===== src/design/mpse_pkg.sv =====
// shared types and constants for the monochrome stipple span expander
package mpse_pkg;

   localparam int COORD_BITS   = 11;
   localparam int PITCH_BITS   = 13;
   localparam int HEIGHT_BITS  = 6;
   localparam int ORIGIN_BITS  = 5;
   localparam int SLOT_BITS    = 5;
   localparam int WORD_BITS    = 32;
   localparam int WIDTH_BITS   = 9;
   localparam int ADDR_BITS    = 20;
   localparam int PIXEL_BITS   = 25;
   localparam int GROUP_BITS   = 6;
   localparam int COUNT_BITS   = GROUP_BITS + 1;
   localparam int POS_BITS     = GROUP_BITS + 3;
   localparam int END_BITS     = POS_BITS + 1;
   localparam int STEP_BITS    = 4;
   localparam int CSR_IDX_BITS = 3;
   localparam int CSR_DATA_BITS = 13;

   localparam logic [END_BITS-1:0] POS_LIMIT = END_BITS'(1 << POS_BITS);

   localparam logic CMD_LOAD = 1'b0;
   localparam logic CMD_FILL = 1'b1;

   typedef enum logic [CSR_IDX_BITS-1:0] {
      CSR_LINE_PITCH   = 3'd0,
      CSR_TRANSPARENT  = 3'd1,
      CSR_HEIGHT       = 3'd2,
      CSR_ORIGIN_X     = 3'd3,
      CSR_ORIGIN_Y     = 3'd4
   } csr_index_type;

   localparam logic [PITCH_BITS-1:0]  PITCH_RESET  = 13'd1024;
   localparam logic [HEIGHT_BITS-1:0] HEIGHT_RESET = 6'd1;

   typedef struct packed {
      logic [PITCH_BITS-1:0]  line_pitch;
      logic                   transparent_mode;
      logic [HEIGHT_BITS-1:0] pattern_height;
      logic [ORIGIN_BITS-1:0] origin_x;
      logic [COORD_BITS-1:0]  origin_y;
   } cfg_type;

   typedef struct packed {
      logic [ADDR_BITS-1:0]  base;
      logic [2:0]            offset;
      logic [END_BITS-1:0]   span_end;
      logic [COUNT_BITS-1:0] groups;
      logic [WORD_BITS-1:0]  pattern;
   } span_type;

   typedef enum logic [2:0] {
      FR_IDLE,
      FR_DIVIDE,
      FR_LOOKUP,
      FR_FETCH,
      FR_PUSH
   } front_state_type;

endpackage


===== src/design/mpse_ram.sv =====
// generic single write port ram with registered read
module mpse_ram #(
   parameter int WIDTH = 32,
   parameter int DEPTH = 32
) (
   input  logic                                   clock,
   input  logic                                   wr_en,
   input  logic [(DEPTH > 1 ? $clog2(DEPTH) : 1)-1:0] wr_addr,
   input  logic [WIDTH-1:0]                       wr_data,
   input  logic                                   rd_en,
   input  logic [(DEPTH > 1 ? $clog2(DEPTH) : 1)-1:0] rd_addr,
   output logic [WIDTH-1:0]                       rd_data
);
   logic [WIDTH-1:0] mem_ff [DEPTH];
   logic [WIDTH-1:0] rd_data_ff;

   always_ff @(posedge clock) begin
      if (wr_en) begin
         mem_ff[wr_addr] <= wr_data;
      end
      if (rd_en) begin
         rd_data_ff <= mem_ff[rd_addr];
      end
   end

   assign rd_data = rd_data_ff;
endmodule


===== src/design/mpse_front.sv =====
// front end: accepts commands, loads rows, finds stipple row and span geometry
module mpse_front #(
   parameter int PATTERN_ROWS = 32,
   parameter int MAX_SPAN     = 504
) (
   input  logic                                     clock,
   input  logic                                     reset,
   input  mpse_pkg::cfg_type                        cfg,
   input  logic                                     start,
   output logic                                     busy,
   input  logic                                     command,
   input  logic [mpse_pkg::SLOT_BITS-1:0]           row_slot,
   input  logic [mpse_pkg::WORD_BITS-1:0]           pattern_word,
   input  logic [mpse_pkg::COORD_BITS-1:0]          span_x,
   input  logic [mpse_pkg::COORD_BITS-1:0]          span_y,
   input  logic [mpse_pkg::WIDTH_BITS-1:0]          span_width,
   output logic                                     ram_wr_en,
   output logic [(PATTERN_ROWS > 1 ? $clog2(PATTERN_ROWS) : 1)-1:0] ram_wr_addr,
   output logic [mpse_pkg::WORD_BITS-1:0]           ram_wr_data,
   output logic                                     ram_rd_en,
   output logic [(PATTERN_ROWS > 1 ? $clog2(PATTERN_ROWS) : 1)-1:0] ram_rd_addr,
   input  logic [mpse_pkg::WORD_BITS-1:0]           ram_rd_data,
   output logic                                     push,
   output mpse_pkg::span_type                       push_entry,
   input  logic                                     queue_full
);
   import mpse_pkg::*;

   localparam int ROW_BITS  = PATTERN_ROWS > 1 ? $clog2(PATTERN_ROWS) : 1;
   localparam int HB        = $clog2(PATTERN_ROWS + 1);
   localparam int SPAN_BITS = $clog2(MAX_SPAN + 1);
   localparam int CMP_BITS  = 13;
   localparam int SUM_BITS  = 14;
   localparam int ROWS_CMP  = 9;

   front_state_type state_ff, state_in;
   logic [COORD_BITS-1:0] x_ff, x_in, y_ff, y_in, num_ff, num_in;
   logic [SPAN_BITS-1:0]  w_ff, w_in;
   logic                  neg_ff, neg_in;
   logic [HB-1:0]         rem_ff, rem_in;
   logic [STEP_BITS-1:0]  step_ff, step_in;
   logic [PIXEL_BITS-1:0] p_ff, p_in;
   logic [WORD_BITS-1:0]  pat_ff, pat_in;

   logic [ROWS_CMP-1:0]   h_cfg;
   logic [HB-1:0]         h_eff;
   logic [HB:0]           shifted;
   logic [HB-1:0]         row_hb;
   logic [CMP_BITS-1:0]   w_wide;
   logic [SPAN_BITS-1:0]  w_sat;
   logic [SUM_BITS-1:0]   end_sum;
   logic [END_BITS-1:0]   end_cap;
   logic [END_BITS:0]     groups_sum;
   logic [ORIGIN_BITS-1:0] rot;
   logic [2*WORD_BITS-1:0] pat_twice;
   logic                  accept;

   always_comb begin
      h_cfg = (cfg.pattern_height == '0) ? ROWS_CMP'(1) : ROWS_CMP'(cfg.pattern_height);
      h_eff = (h_cfg > ROWS_CMP'(PATTERN_ROWS)) ? HB'(PATTERN_ROWS) : HB'(h_cfg);
      w_wide = CMP_BITS'(span_width);
      w_sat  = (w_wide > CMP_BITS'(MAX_SPAN)) ? SPAN_BITS'(MAX_SPAN) : SPAN_BITS'(w_wide);
      shifted = {rem_ff, num_ff[COORD_BITS-1]};
      row_hb  = (neg_ff && rem_ff != '0) ? HB'(h_eff - rem_ff) : rem_ff;
      end_sum = SUM_BITS'(p_ff[2:0]) + SUM_BITS'(w_ff);
      end_cap = (end_sum > SUM_BITS'(POS_LIMIT)) ? POS_LIMIT : END_BITS'(end_sum);
      groups_sum = (END_BITS + 1)'(end_cap) + (END_BITS + 1)'(7);
      rot = x_ff[ORIGIN_BITS-1:0] - cfg.origin_x;
      pat_twice = {pat_ff, pat_ff} >> rot;
   end

   assign busy   = state_ff != FR_IDLE;
   assign accept = start && !busy;

   assign ram_wr_en   = accept && command == CMD_LOAD &&
                        ROWS_CMP'(row_slot) < ROWS_CMP'(PATTERN_ROWS);
   assign ram_wr_addr = ROW_BITS'(row_slot);
   assign ram_wr_data = pattern_word;
   assign ram_rd_addr = ROW_BITS'(row_hb);

   assign push_entry.base     = p_ff[ADDR_BITS+2:3];
   assign push_entry.offset   = p_ff[2:0];
   assign push_entry.span_end = end_cap;
   assign push_entry.groups   = groups_sum[COUNT_BITS+2:3];
   assign push_entry.pattern  = pat_twice[WORD_BITS-1:0];

   always_comb begin
      state_in  = state_ff;
      x_in      = x_ff;
      y_in      = y_ff;
      w_in      = w_ff;
      num_in    = num_ff;
      neg_in    = neg_ff;
      rem_in    = rem_ff;
      step_in   = step_ff;
      p_in      = p_ff;
      pat_in    = pat_ff;
      ram_rd_en = 1'b0;
      push      = 1'b0;
      unique case (state_ff)
         FR_IDLE: begin
            if (accept && command == CMD_FILL && w_sat != '0) begin
               x_in    = span_x;
               y_in    = span_y;
               w_in    = w_sat;
               neg_in  = span_y < cfg.origin_y;
               num_in  = (span_y < cfg.origin_y) ? cfg.origin_y - span_y
                                                 : span_y - cfg.origin_y;
               rem_in  = '0;
               step_in = STEP_BITS'(COORD_BITS - 1);
               state_in = FR_DIVIDE;
            end
         end
         FR_DIVIDE: begin
            p_in   = PIXEL_BITS'(y_ff) * PIXEL_BITS'(cfg.line_pitch) + PIXEL_BITS'(x_ff);
            num_in = num_ff << 1;
            rem_in = (shifted >= (HB + 1)'(h_eff)) ? HB'(shifted - (HB + 1)'(h_eff))
                                                   : HB'(shifted);
            if (step_ff == '0) begin
               state_in = FR_LOOKUP;
            end else begin
               step_in = step_ff - 1'b1;
            end
         end
         FR_LOOKUP: begin
            ram_rd_en = 1'b1;
            state_in  = FR_FETCH;
         end
         FR_FETCH: begin
            pat_in   = ram_rd_data;
            state_in = FR_PUSH;
         end
         FR_PUSH: begin
            if (!queue_full) begin
               push     = 1'b1;
               state_in = FR_IDLE;
            end
         end
         default: state_in = FR_IDLE;
      endcase
   end

   always_ff @(posedge clock) begin
      if (reset) begin
         state_ff <= FR_IDLE;
      end else begin
         state_ff <= state_in;
      end
   end

   always_ff @(posedge clock) begin
      x_ff    <= x_in;
      y_ff    <= y_in;
      w_ff    <= w_in;
      num_ff  <= num_in;
      neg_ff  <= neg_in;
      rem_ff  <= rem_in;
      step_ff <= step_in;
      p_ff    <= p_in;
      pat_ff  <= pat_in;
   end
endmodule


===== src/design/mpse_queue.sv =====
// two entry span queue between front and back
module mpse_queue (
   input  logic               clock,
   input  logic               reset,
   input  logic               push,
   input  mpse_pkg::span_type push_entry,
   output logic               full,
   input  logic               pop,
   output mpse_pkg::span_type head,
   output logic               empty
);
   import mpse_pkg::*;

   span_type   entries_ff [2];
   logic       wr_ptr_ff, wr_ptr_in, rd_ptr_ff, rd_ptr_in;
   logic [1:0] count_ff, count_in;

   assign full  = count_ff == 2'd2;
   assign empty = count_ff == 2'd0;
   assign head  = entries_ff[rd_ptr_ff];

   always_comb begin
      wr_ptr_in = push ? !wr_ptr_ff : wr_ptr_ff;
      rd_ptr_in = pop ? !rd_ptr_ff : rd_ptr_ff;
      count_in  = count_ff + 2'(push) - 2'(pop);
   end

   always_ff @(posedge clock) begin
      if (reset) begin
         wr_ptr_ff <= 1'b0;
         rd_ptr_ff <= 1'b0;
         count_ff  <= 2'd0;
      end else begin
         wr_ptr_ff <= wr_ptr_in;
         rd_ptr_ff <= rd_ptr_in;
         count_ff  <= count_in;
      end
   end

   always_ff @(posedge clock) begin
      if (push) begin
         entries_ff[wr_ptr_ff] <= push_entry;
      end
   end
endmodule


===== src/design/mpse_back.sv =====
// back end: walks a span one byte group per cycle and drives the result beat
module mpse_back (
   input  logic                              clock,
   input  logic                              reset,
   input  logic                              transparent_mode,
   input  logic                              queue_empty,
   output logic                              pop,
   input  mpse_pkg::span_type                head,
   output logic                              rsp_valid,
   output logic [mpse_pkg::ADDR_BITS-1:0]    rsp_group_address,
   output logic [7:0]                        rsp_fg_pixels,
   output logic [7:0]                        rsp_bg_pixels,
   output logic                              rsp_last_group
);
   import mpse_pkg::*;

   span_type              cur_ff, cur_in;
   logic                  active_ff, active_in;
   logic [GROUP_BITS-1:0] g_ff, g_in;
   logic                  valid_ff, last_ff;
   logic [ADDR_BITS-1:0]  addr_ff, addr_in;
   logic [7:0]            fg_ff, fg_in, bg_ff, bg_in;
   logic                  last;

   always_comb begin
      logic [POS_BITS-1:0]    pos;
      logic [ORIGIN_BITS-1:0] idx;
      logic                   in_span;
      logic                   bit_val;
      fg_in = '0;
      bg_in = '0;
      for (int i = 0; i < 8; i++) begin
         pos     = {g_ff, 3'(i)};
         in_span = pos >= POS_BITS'(cur_ff.offset) && END_BITS'(pos) < cur_ff.span_end;
         idx     = pos[ORIGIN_BITS-1:0] - ORIGIN_BITS'(cur_ff.offset);
         bit_val = cur_ff.pattern[idx];
         fg_in[7-i] = in_span && bit_val;
         bg_in[7-i] = in_span && !bit_val && !transparent_mode;
      end
      addr_in = cur_ff.base + ADDR_BITS'(g_ff);
      last    = COUNT_BITS'(g_ff) + 1'b1 == cur_ff.groups;
      pop     = (!active_ff || last) && !queue_empty;
      cur_in  = pop ? head : cur_ff;
      g_in    = pop ? '0 : g_ff + 1'b1;
      active_in = pop || (active_ff && !last);
   end

   always_ff @(posedge clock) begin
      if (reset) begin
         active_ff <= 1'b0;
         valid_ff  <= 1'b0;
         last_ff   <= 1'b0;
      end else begin
         active_ff <= active_in;
         valid_ff  <= active_ff;
         last_ff   <= active_ff && last;
      end
   end

   always_ff @(posedge clock) begin
      cur_ff  <= cur_in;
      g_ff    <= g_in;
      addr_ff <= addr_in;
      fg_ff   <= fg_in;
      bg_ff   <= bg_in;
   end

   assign rsp_valid         = valid_ff;
   assign rsp_group_address = addr_ff;
   assign rsp_fg_pixels     = fg_ff;
   assign rsp_bg_pixels     = bg_ff;
   assign rsp_last_group    = last_ff;
endmodule


===== src/design/mono_pattern_span_expander.sv =====
// top level of the monochrome stipple span expander
// load: written on accept, busy stays low; span: busy until pushed, more while the queue is full
// idle back end: first group beat comes via queue, span and result registers, then one per cycle
// a span passes the front end (11-step row remainder loop, row read, push), then the back end
// group by group; a 2-entry queue lets the two overlap, so spans pace at the slower of the two
// sync reset initialises control and csr registers; stipple rows are undefined until loaded
module mono_pattern_span_expander #(
   parameter int PATTERN_ROWS = 32,
   parameter int MAX_SPAN     = 504
) (
   input  logic                                   clock,
   input  logic                                   reset,
   input  logic                                   start,
   output logic                                   busy,
   input  logic                                   req_command,
   input  logic [mpse_pkg::SLOT_BITS-1:0]         req_row_slot,
   input  logic [mpse_pkg::WORD_BITS-1:0]         req_pattern_word,
   input  logic [mpse_pkg::COORD_BITS-1:0]        req_span_x,
   input  logic [mpse_pkg::COORD_BITS-1:0]        req_span_y,
   input  logic [mpse_pkg::WIDTH_BITS-1:0]        req_span_width,
   output logic                                   rsp_valid,
   output logic [mpse_pkg::ADDR_BITS-1:0]         rsp_group_address,
   output logic [7:0]                             rsp_fg_pixels,
   output logic [7:0]                             rsp_bg_pixels,
   output logic                                   rsp_last_group,
   input  logic                                   csr_valid,
   output logic                                   csr_ready,
   input  logic [mpse_pkg::CSR_IDX_BITS-1:0]      csr_index,
   input  logic [mpse_pkg::CSR_DATA_BITS-1:0]     csr_wdata
);
   import mpse_pkg::*;

   localparam int ROW_BITS = PATTERN_ROWS > 1 ? $clog2(PATTERN_ROWS) : 1;

   cfg_type              cfg_ff, cfg_in;
   logic                 ram_wr_en, ram_rd_en;
   logic [ROW_BITS-1:0]  ram_wr_addr, ram_rd_addr;
   logic [WORD_BITS-1:0] ram_wr_data, ram_rd_data;
   logic                 push, queue_full, queue_empty, pop;
   span_type             push_entry, head;

   assign csr_ready = 1'b1;

   always_comb begin
      cfg_in = cfg_ff;
      if (csr_valid && csr_ready) begin
         case (csr_index)
            CSR_LINE_PITCH:  cfg_in.line_pitch       = csr_wdata[PITCH_BITS-1:0];
            CSR_TRANSPARENT: cfg_in.transparent_mode = csr_wdata[0];
            CSR_HEIGHT:      cfg_in.pattern_height   = csr_wdata[HEIGHT_BITS-1:0];
            CSR_ORIGIN_X:    cfg_in.origin_x         = csr_wdata[ORIGIN_BITS-1:0];
            CSR_ORIGIN_Y:    cfg_in.origin_y         = csr_wdata[COORD_BITS-1:0];
            default:         cfg_in = cfg_ff;
         endcase
      end
   end

   always_ff @(posedge clock) begin
      if (reset) begin
         cfg_ff.line_pitch       <= PITCH_RESET;
         cfg_ff.transparent_mode <= 1'b0;
         cfg_ff.pattern_height   <= HEIGHT_RESET;
         cfg_ff.origin_x         <= '0;
         cfg_ff.origin_y         <= '0;
      end else begin
         cfg_ff <= cfg_in;
      end
   end

   mpse_front #(
      .PATTERN_ROWS (PATTERN_ROWS),
      .MAX_SPAN     (MAX_SPAN)
   ) u_front (
      .clock        (clock),
      .reset        (reset),
      .cfg          (cfg_ff),
      .start        (start),
      .busy         (busy),
      .command      (req_command),
      .row_slot     (req_row_slot),
      .pattern_word (req_pattern_word),
      .span_x       (req_span_x),
      .span_y       (req_span_y),
      .span_width   (req_span_width),
      .ram_wr_en    (ram_wr_en),
      .ram_wr_addr  (ram_wr_addr),
      .ram_wr_data  (ram_wr_data),
      .ram_rd_en    (ram_rd_en),
      .ram_rd_addr  (ram_rd_addr),
      .ram_rd_data  (ram_rd_data),
      .push         (push),
      .push_entry   (push_entry),
      .queue_full   (queue_full)
   );

   mpse_ram #(
      .WIDTH (WORD_BITS),
      .DEPTH (PATTERN_ROWS)
   ) u_rows (
      .clock   (clock),
      .wr_en   (ram_wr_en),
      .wr_addr (ram_wr_addr),
      .wr_data (ram_wr_data),
      .rd_en   (ram_rd_en),
      .rd_addr (ram_rd_addr),
      .rd_data (ram_rd_data)
   );

   mpse_queue u_queue (
      .clock      (clock),
      .reset      (reset),
      .push       (push),
      .push_entry (push_entry),
      .full       (queue_full),
      .pop        (pop),
      .head       (head),
      .empty      (queue_empty)
   );

   mpse_back u_back (
      .clock             (clock),
      .reset             (reset),
      .transparent_mode  (cfg_ff.transparent_mode),
      .queue_empty       (queue_empty),
      .pop               (pop),
      .head              (head),
      .rsp_valid         (rsp_valid),
      .rsp_group_address (rsp_group_address),
      .rsp_fg_pixels     (rsp_fg_pixels),
      .rsp_bg_pixels     (rsp_bg_pixels),
      .rsp_last_group    (rsp_last_group)
   );
endmodule


===== config.mk =====
export PLATFORM = sky130hd
export DESIGN_NAME = mono_pattern_span_expander
export DESIGN_NICKNAME = d
export VERILOG_FILES = /design/src/design/mpse_pkg.sv /design/src/design/mpse_ram.sv /design/src/design/mpse_front.sv /design/src/design/mpse_queue.sv /design/src/design/mpse_back.sv /design/src/design/mono_pattern_span_expander.sv
export SDC_FILE = /design/constraint.sdc
export NUM_CORES = 2
export LEC_CHECK = 0
export ABC_AREA = 0
export BUFFER_PORTS_ARGS = -buffer_cell sky130_fd_sc_hd__buf_4
export CORE_UTILIZATION = 51
export DETAILED_ROUTE_END_ITERATION = 10
export GPL_TIMING_DRIVEN = 0
export PLACE_DENSITY = 0.67
export REMOVE_ABC_BUFFERS = 1
export SLEW_MARGIN = 20
export SYNTH_ARGS = -nofsm -noshare
export SYNTH_HDL_FRONTEND = slang
export SYNTH_SLANG_ARGS = --single-unit
export TNS_END_PERCENT = 30

===== constraint.sdc =====
create_clock -name clock -period 7.7 [get_ports clock]
set_input_delay 0.385 -clock clock [delete_from_list [all_inputs] [get_ports clock]]
set_output_delay 0.385 -clock clock [all_outputs]
set_load 0.01 [all_outputs]

; ---- Word level (Yosys, flattened, before mapping)
; Memories as Yosys holds them, arrays and structs flattened. A register that Yosys moved wholly into a read port is not among the register bits.
; Index checks and enable logic that the tools add are counted.
[classes]
n_bitwise = 1
order_cmp = 29
n_reduce_logical = 75
n_eq_ne = 14
n_mux = 41
shift = 1
mul = 1
n_addsub = 22
[ops]
columns = op, count
row1 = 9-bit by 10-bit less-than comparator with 1-bit output, 8
row2 = 9-bit by 3-bit greater-or-equal comparator with 1-bit output, 8
row3 = 64-bit by 5-bit >> shifter with 32-bit output, 1
row4 = "5-bit by 6-bit less-than comparator with 1-bit output, second input constant", 8
row5 = 1-bit binary-select mux with 5-bit select, 8
row6 = 1-bit logical AND, 40
row7 = 5-bit by 3-bit subtractor with 5-bit output, 8
row8 = 6-bit 2-to-1 mux, 4
row9 = 23-bit by 11-bit adder with 23-bit output, 1
row10 = 11-bit by 13-bit multiplier with 23-bit output, 1
row11 = 11-bit 2-to-1 mux, 2
row12 = 11-bit one-hot mux with 2 select lines, 1
row13 = 11-bit subtractor, 2
row14 = 20-bit by 6-bit adder with 20-bit output, 1
row15 = 1-bit zero test, 15
row16 = 1-bit 2-to-1 mux, 15
row17 = 3-bit one-hot mux with 5 select lines, 1
row18 = "14-bit by 10-bit > comparator with 1-bit output, second input constant", 1
row19 = 2-bit AND reduction, 7
row20 = "3-bit by 2-bit equality test with 1-bit output, second input constant", 4
row21 = 6-bit one-hot mux with 2 select lines, 1
row22 = 11-bit less-than comparator, 1
row23 = "10-bit by 3-bit adder with 10-bit output, second input constant", 1
row24 = 3-bit by 9-bit adder with 10-bit output, 1
row25 = 33 further kinds, 44
[totals]
in_bits = 89
elab_cells = 211
output_inout_bits = 40
ramBits = 1168
n_memories = 2
reg_bits = 196
[mem_list]
columns = name, words, word_bits, rd, rd_clocked_by_memory_dff, wr, line_no
row1 = u_rows.mem_ff, 32, 32, 1, 1, 1, mpse_ram.sv:14  ; logic [WIDTH-1:0] mem_ff [DEPTH];
row2 = u_queue.entries_ff, 2, 72, 1, 1, 1, mpse_queue.sv:14  ; span_type entries_ff [2];

; ---- Longest topological paths before layout
[logic_depth]
depth_word = 7
depth_mapped = 21
mapped_depth_nobuf = 20

; ---- Hierarchy
; A second synthesis with hierarchy kept.
[unflattened]
hier_cells = 4305
area_unflattened_um2 = 66946.7
[by_module_without_submodules]
columns = module, cells_each, area_per_inst_um2, n_inst
row1 = mpse_ram, 2260, 40805.4, 1
row2 = mpse_front, 1232, 12796.0, 1
row3 = mpse_back, 424, 6022.0, 1
row4 = mpse_queue, 245, 5765.5, 1
row5 = mono_pattern_span_expander, 144, 1557.7, 1

; ---- Worst setup path before layout
; No wires, ideal clock.
[synth_timing]
kind = reg2reg
start = register u_back.g_ff[1]
end = register u_queue.count_ff[1]
setup_time_ps = 128
slack_ps = 607
stages_incl_launch_ff = 14
arrival_ps = 6966
period_less_slack_ps = 7093
required_time_ps = 7572
cell_sequence = dfxtp_1 -> clkbuf_1 -> clkinv_1 -> ha_1 -> xor2_1 -> nor4_1 -> nand4_1 -> a21oi_1 -> ha_1 -> inv_1 -> ha_1 -> xor2_1 -> xnor2_1 -> nor2_1
[synth_between]
elab_chain_len = 5
[synth_lines]
columns = item, line_no
row1 = "start, declared", mpse_back.sv:19  ; logic [GROUP_BITS-1:0] g_ff, g_in;
row2 = "start signal, assigned", mpse_back.sv:62  ; g_ff <= g_in;
row3 = 6-bit by 1-bit adder with 7-bit output, mpse_back.sv:41  ; last = COUNT_BITS'(g_ff) + 1'b1 == cur_ff.groups;
row4 = 7-bit equality test, mpse_back.sv:41
row5 = 1-bit logical OR, mpse_back.sv:42  ; pop = (!active_ff || last) && !queue_empty;
row6 = 1-bit logical AND, mpse_back.sv:42
row7 = named net pop, mono_pattern_span_expander.sv:39  ; logic push, queue_full, queue_empty, pop;
row8 = 2-bit by 1-bit subtractor with 2-bit output, mpse_queue.sv:25  ; count_in = count_ff + 2'(push) - 2'(pop);
row9 = "end signal, assigned", mpse_queue.sv:36  ; count_ff <= count_in;
row10 = "end, declared", mpse_queue.sv:16  ; logic [1:0] count_ff, count_in;
; The timed path passes the listed nets, and every way through them passes these cells.
; A chain may end at the register's enable or synchronous reset.

; ---- Final worst setup path
[layout_timing]
start = register cfg_ff[30] (netlist name)
end = register u_front.p_ff[22], data pin
[layout_between]
elab_chain_len = 2
[layout_lines]
columns = item, line_no
row1 = "start, declared", mono_pattern_span_expander.sv:35  ; cfg_type cfg_ff, cfg_in;
row2 = "start signal, assigned", mono_pattern_span_expander.sv:66  ; cfg_ff <= cfg_in;
row3 = 11-bit by 13-bit multiplier with 23-bit output, mpse_front.sv:115  ; p_in = PIXEL_BITS'(y_ff) * PIXEL_BITS'(cfg.line_pitch) + PIXEL_BITS'(x_ff);
row4 = 23-bit by 11-bit adder with 23-bit output, mpse_front.sv:115
row5 = "end signal, assigned", mpse_front.sv:159  ; p_ff <= p_in;
row6 = "end, declared", mpse_front.sv:42  ; logic [PIXEL_BITS-1:0] p_ff, p_in;
; No other way between the ends.

==> results.yml <==
grt:
  antenna_found_initial: 6
  grt_pass1_vias: 37000
  grt_first_pass_wirelength_um: 232000
  gr-total-overflow: 0
  grt_use_total_pct: 24.0
  grt_max_degree: 46
setup_path:
  max_stage_delay_ns: 0.76
  r2r_setup_slack_ns: 1.30
  reg2reg_from: "cfg_ff[30]"
  critical_path.cell_chain: "nand2_1 > fa_1 > inv_1 > fa_1 > fa_1 > fa_1 > inv_1 > fa_1 > inv_1 > ha_1 > a21o_1 > a21oi_1 > o21ai_0 > a2111oi_0 > o21ai_0 > a31o_2 > a21oi_1 > xnor2_1"
  worstSetupStartpointType: "flop"
  worstSetupPathType: "reg -> reg"
  critPathCaptureType: "flop"
  crit_slowest_cell: "dfxtp_1"
  reg2reg_to: "u_front.p_ff[22]"
  worstPathRequired_ns: 8.21
  cp_max_fo: 12
  crit_top_cell: "fa_1"
  reg2reg_depth: 18
  crit_arrival_ns: 6.91
floorplan:
  die_h_um: 360
  initial_core_util_pct: 51.7
  die_w_um: 360
  io_pins: 129
  core_mm2: 0.126
  dieArea_mm2: 0.130
  placementRows: 130
sta:
  hold_viol: 0
  tns_ns: 0
  fin_ws_ns: 1.30
  fmax_ghz: 0.156
  relSlewSlack_pct: 13.4
  finalSetupViolCount: 0
  slew_violations: 0
  period_needed_ns: 6.40
  worst_slew_pin_slew_ns: 1.29
  fin_skew_ns: 0.0314
  fin_crit_sh_pct: 83.1
  rsz0062_at_grt: "false"
  holdWs_ns: 0.0812
yosys:
  yosysSeqAreaShare_pct: 66.1
  synth_edf_count: 1380
  yosys.cell_types.count: 71
  netlist_instances: 4205
  post_synth.cell_area_avg_um2: 15.5
  synth-main-ff-cell: "edfxtp_1"
  yosysWarnings: 0
  mappedNetlistArea_mm2: 0.0653
  async_flop_share_pct: 0
  synth-seq-cells: 1468
cells_and_area:
  nNetsFinal: 4871
  multi_input_area_mm2: 0.0207
  area_growth_pct: 18.3
  nFillCells: 8991
  instances_no_fill: 6320
  register_area_mm2: 0.0432
  drive_gt1_share_pct: 17.3
clock_tree:
  clockBufferDepth: 3
  cts_sinks: 1468
  cts_tree: "yes"
  clock_latency_ns: 0.77
  cts_resized: 0
  clkSlewWorstSetupHoldPaths_ns: 0.06
  cts_made_buffers: 150
  cts-htree-levels: 4
  cts_root_buf: "clkbuf_16"
detailed_routing:
  vias: 37300
  wl_um: 157000
  viasPerCell: 5.91
  wire_per_inst_um: 24.8
  drt_pass1_iterations: 6
  drc: 0
  drt_iter0_markers: 3467
  ant_nets: 0
min_path:
  holdPathStages: 2
  hold_path_class: "in -> reg"
  hold_end: "cfg_ff[15]"
  holdCritStartpoint: "reset"
run:
  maxCapViolCount: 0
place:
  routabilityCongestion: 0.836
  portBuffers: 127
  dp.cells: 5959
  place_hpwl_um: 104000
  dp_slack_ns: 1.35
run_status:
  status: "finished clean"
power:
  total_power_mw: 27.1
  pwr_density_cell_mw_per_mm2: 350
  leakage_nw: 27.7
  peakVddDrop_mv: 0.292
[registers in the layout, indices dropped and copies added (netlist names), 6 cells and up]
register                  cells
u_front.p_ff                 23
u_rows.mem_ff              1024
u_front.x_ff                 11
u_back.rsp_group_address     20
u_front.w_ff                  9
u_front.num_ff               11
u_back.cur_ff                72
u_back.rsp_fg_pixels          8
u_front.y_ff                 11
u_back.g_ff                   6
u_rows.rd_data               32
u_front.rem_ff                6
u_front.pat_ff               32
u_back.rsp_bg_pixels          8
cfg_ff                       36
u_queue.entries_ff          144
[cell usage in the layout, fill, tap and decap left out, types with 26 or more instances in the layout]
cell,n
buf_16,79
a21oi_1,199
dlygate4sd3_1,77
mux2_2,109
clkbuf_1,27
nor2_4,32
nor2b_1,29
and2_1,53
a22oi_1,257
xnor2_1,71
nor4_1,31
nor2_1,96
mux4_2,79
clkbuf_16,155
o21ai_0,38
clkinv_2,30
buf_8,51
dfxtp_1,87
nand2_1,200
fa_1,114
edfxtp_1,1380
buf_4,146
mux2i_1,598
ha_1,127
xor2_1,26
clkinv_1,36
inv_1,245
[how the worst max path moves through the flow]
| stage | slack, ns | to | startpoint |
|---|---|---|---|
| detailed placement | 1.35 | u_front.p_ff[22] | cfg_ff[30] |
| CTS | 1.32 | u_front.p_ff[22] | cfg_ff[30] |
| global route | 0.83 | u_front.p_ff[22] | cfg_ff[30] |
| finish | 1.30 | u_front.p_ff[22] | cfg_ff[30] |
| floorplan | -50.97 | u_rows.rd_data[30] | cfg_ff[21] |
| global placement | -74.42 | u_rows.rd_data[24] | cfg_ff[17] |
[metrics by stage]
| step | instance area, µm² | utilization, % |
|---|---|---|
| after detailed placement | 71600 | 56.7 |
| after CTS | 77300 | 61.2 |
| final | 77300 | 61.2 |
| after global placement | 67400 | 53.3 |
| after floorplan | 64400 | - |
| after global routing | 77300 | 61.2 |
[timing repair]
action	4_1_cts	5_1_grt
setup buffers	0	0
hold endpoints to repair	1053	0
setup endpoints to repair	0	0
hold buffers	77	0
[synthesized netlist by cell type, drive strengths merged (6+ instances only)]
cell	instances	area [µm²]
a211oi	11	82.6
a21o	18	135
a21oi	203	1020
a22oi	257	1930
and2	55	345
buf	78	434
clkbuf	135	507
dfxtp	88	1760
edfxtp	1380	41400
fa	115	2300
ha	128	1600
inv	246	923
mux2	109	1230
mux2i	598	5990
mux4	79	1780
nand2	205	772
nand2b	13	81.3
nand3	23	115
nand4	6	37.5
nor2	129	487
nor2b	30	188
nor3	24	120
nor3b	10	75.1
nor4	39	244
o21a	9	75.1
o21ai	39	195
or2	7	43.8
xnor2	74	648
xor2	26	228
[cells by family (layout without fill, tap and decap cells)]
| logic type | count (synthesis) | after routing | share of synthesized area [%] |
|---|---|---|---|
| multiplexers | 786 | 786 | 13.8 |
| XOR/XNOR | 100 | 100 | 1.34 |
| other | 1 | 6 | 0.00574 |
| AND/OR/NAND/NOR | 564 | 564 | 4.12 |
| AO/OA/AOI/OAI | 582 | 582 | 5.82 |
| adder cells (fa/ha/maj) | 243 | 243 | 5.97 |
| buffers and inverters | 461 | 921 | 2.86 |
| flip-flops | 1468 | 1468 | 66.1 |
[cell type report]
cell class	count	share of cell area, %
Inverter	248	1.20
Multi-Input combinational cell	2276	26.8
Timing Repair Buffer	395	7.08
Antenna cell	5	0.0162
Tap cell	1650	2.67
Clock buffer	185	5.20
Sequential cell	1468	55.9
Clock inverter	93	1.15
[critical path: cells and delay by family (launching register included)]
family,cells,cell delay (ns)
XOR/XNOR,1,0.10
AND/OR/NAND/NOR,1,0.17
adder cells (fa/ha/maj),6,3.00
flip-flops,1,0.76
AO/OA/AOI/OAI,7,1.93
buffers and inverters,3,0.15
[power breakdown]
part	internal [mW]	leakage, nW	switching (mW)
logic	4.40	12.1	5.40
clock network	4.15	2.41	3.07
registers	9.65	13.2	0.412
total	18.2	27.7	8.88
[metal layers]
metal | vias to the layer above | part of all wire (%) | GRT usage, % | wire (µm)
met5 | - | 0.012 | 0 | 19
met4 | 2 | 3.3 | 8.92 | 5110
met3 | 338 | 6.7 | 4.01 | 10400
met2 | 1422 | 49 | 39.3 | 76100
met1 | 18900 | 41 | 32.4 | 65000
li1 | 16600 | - | - | -
(Power assumes the default switching activity.)
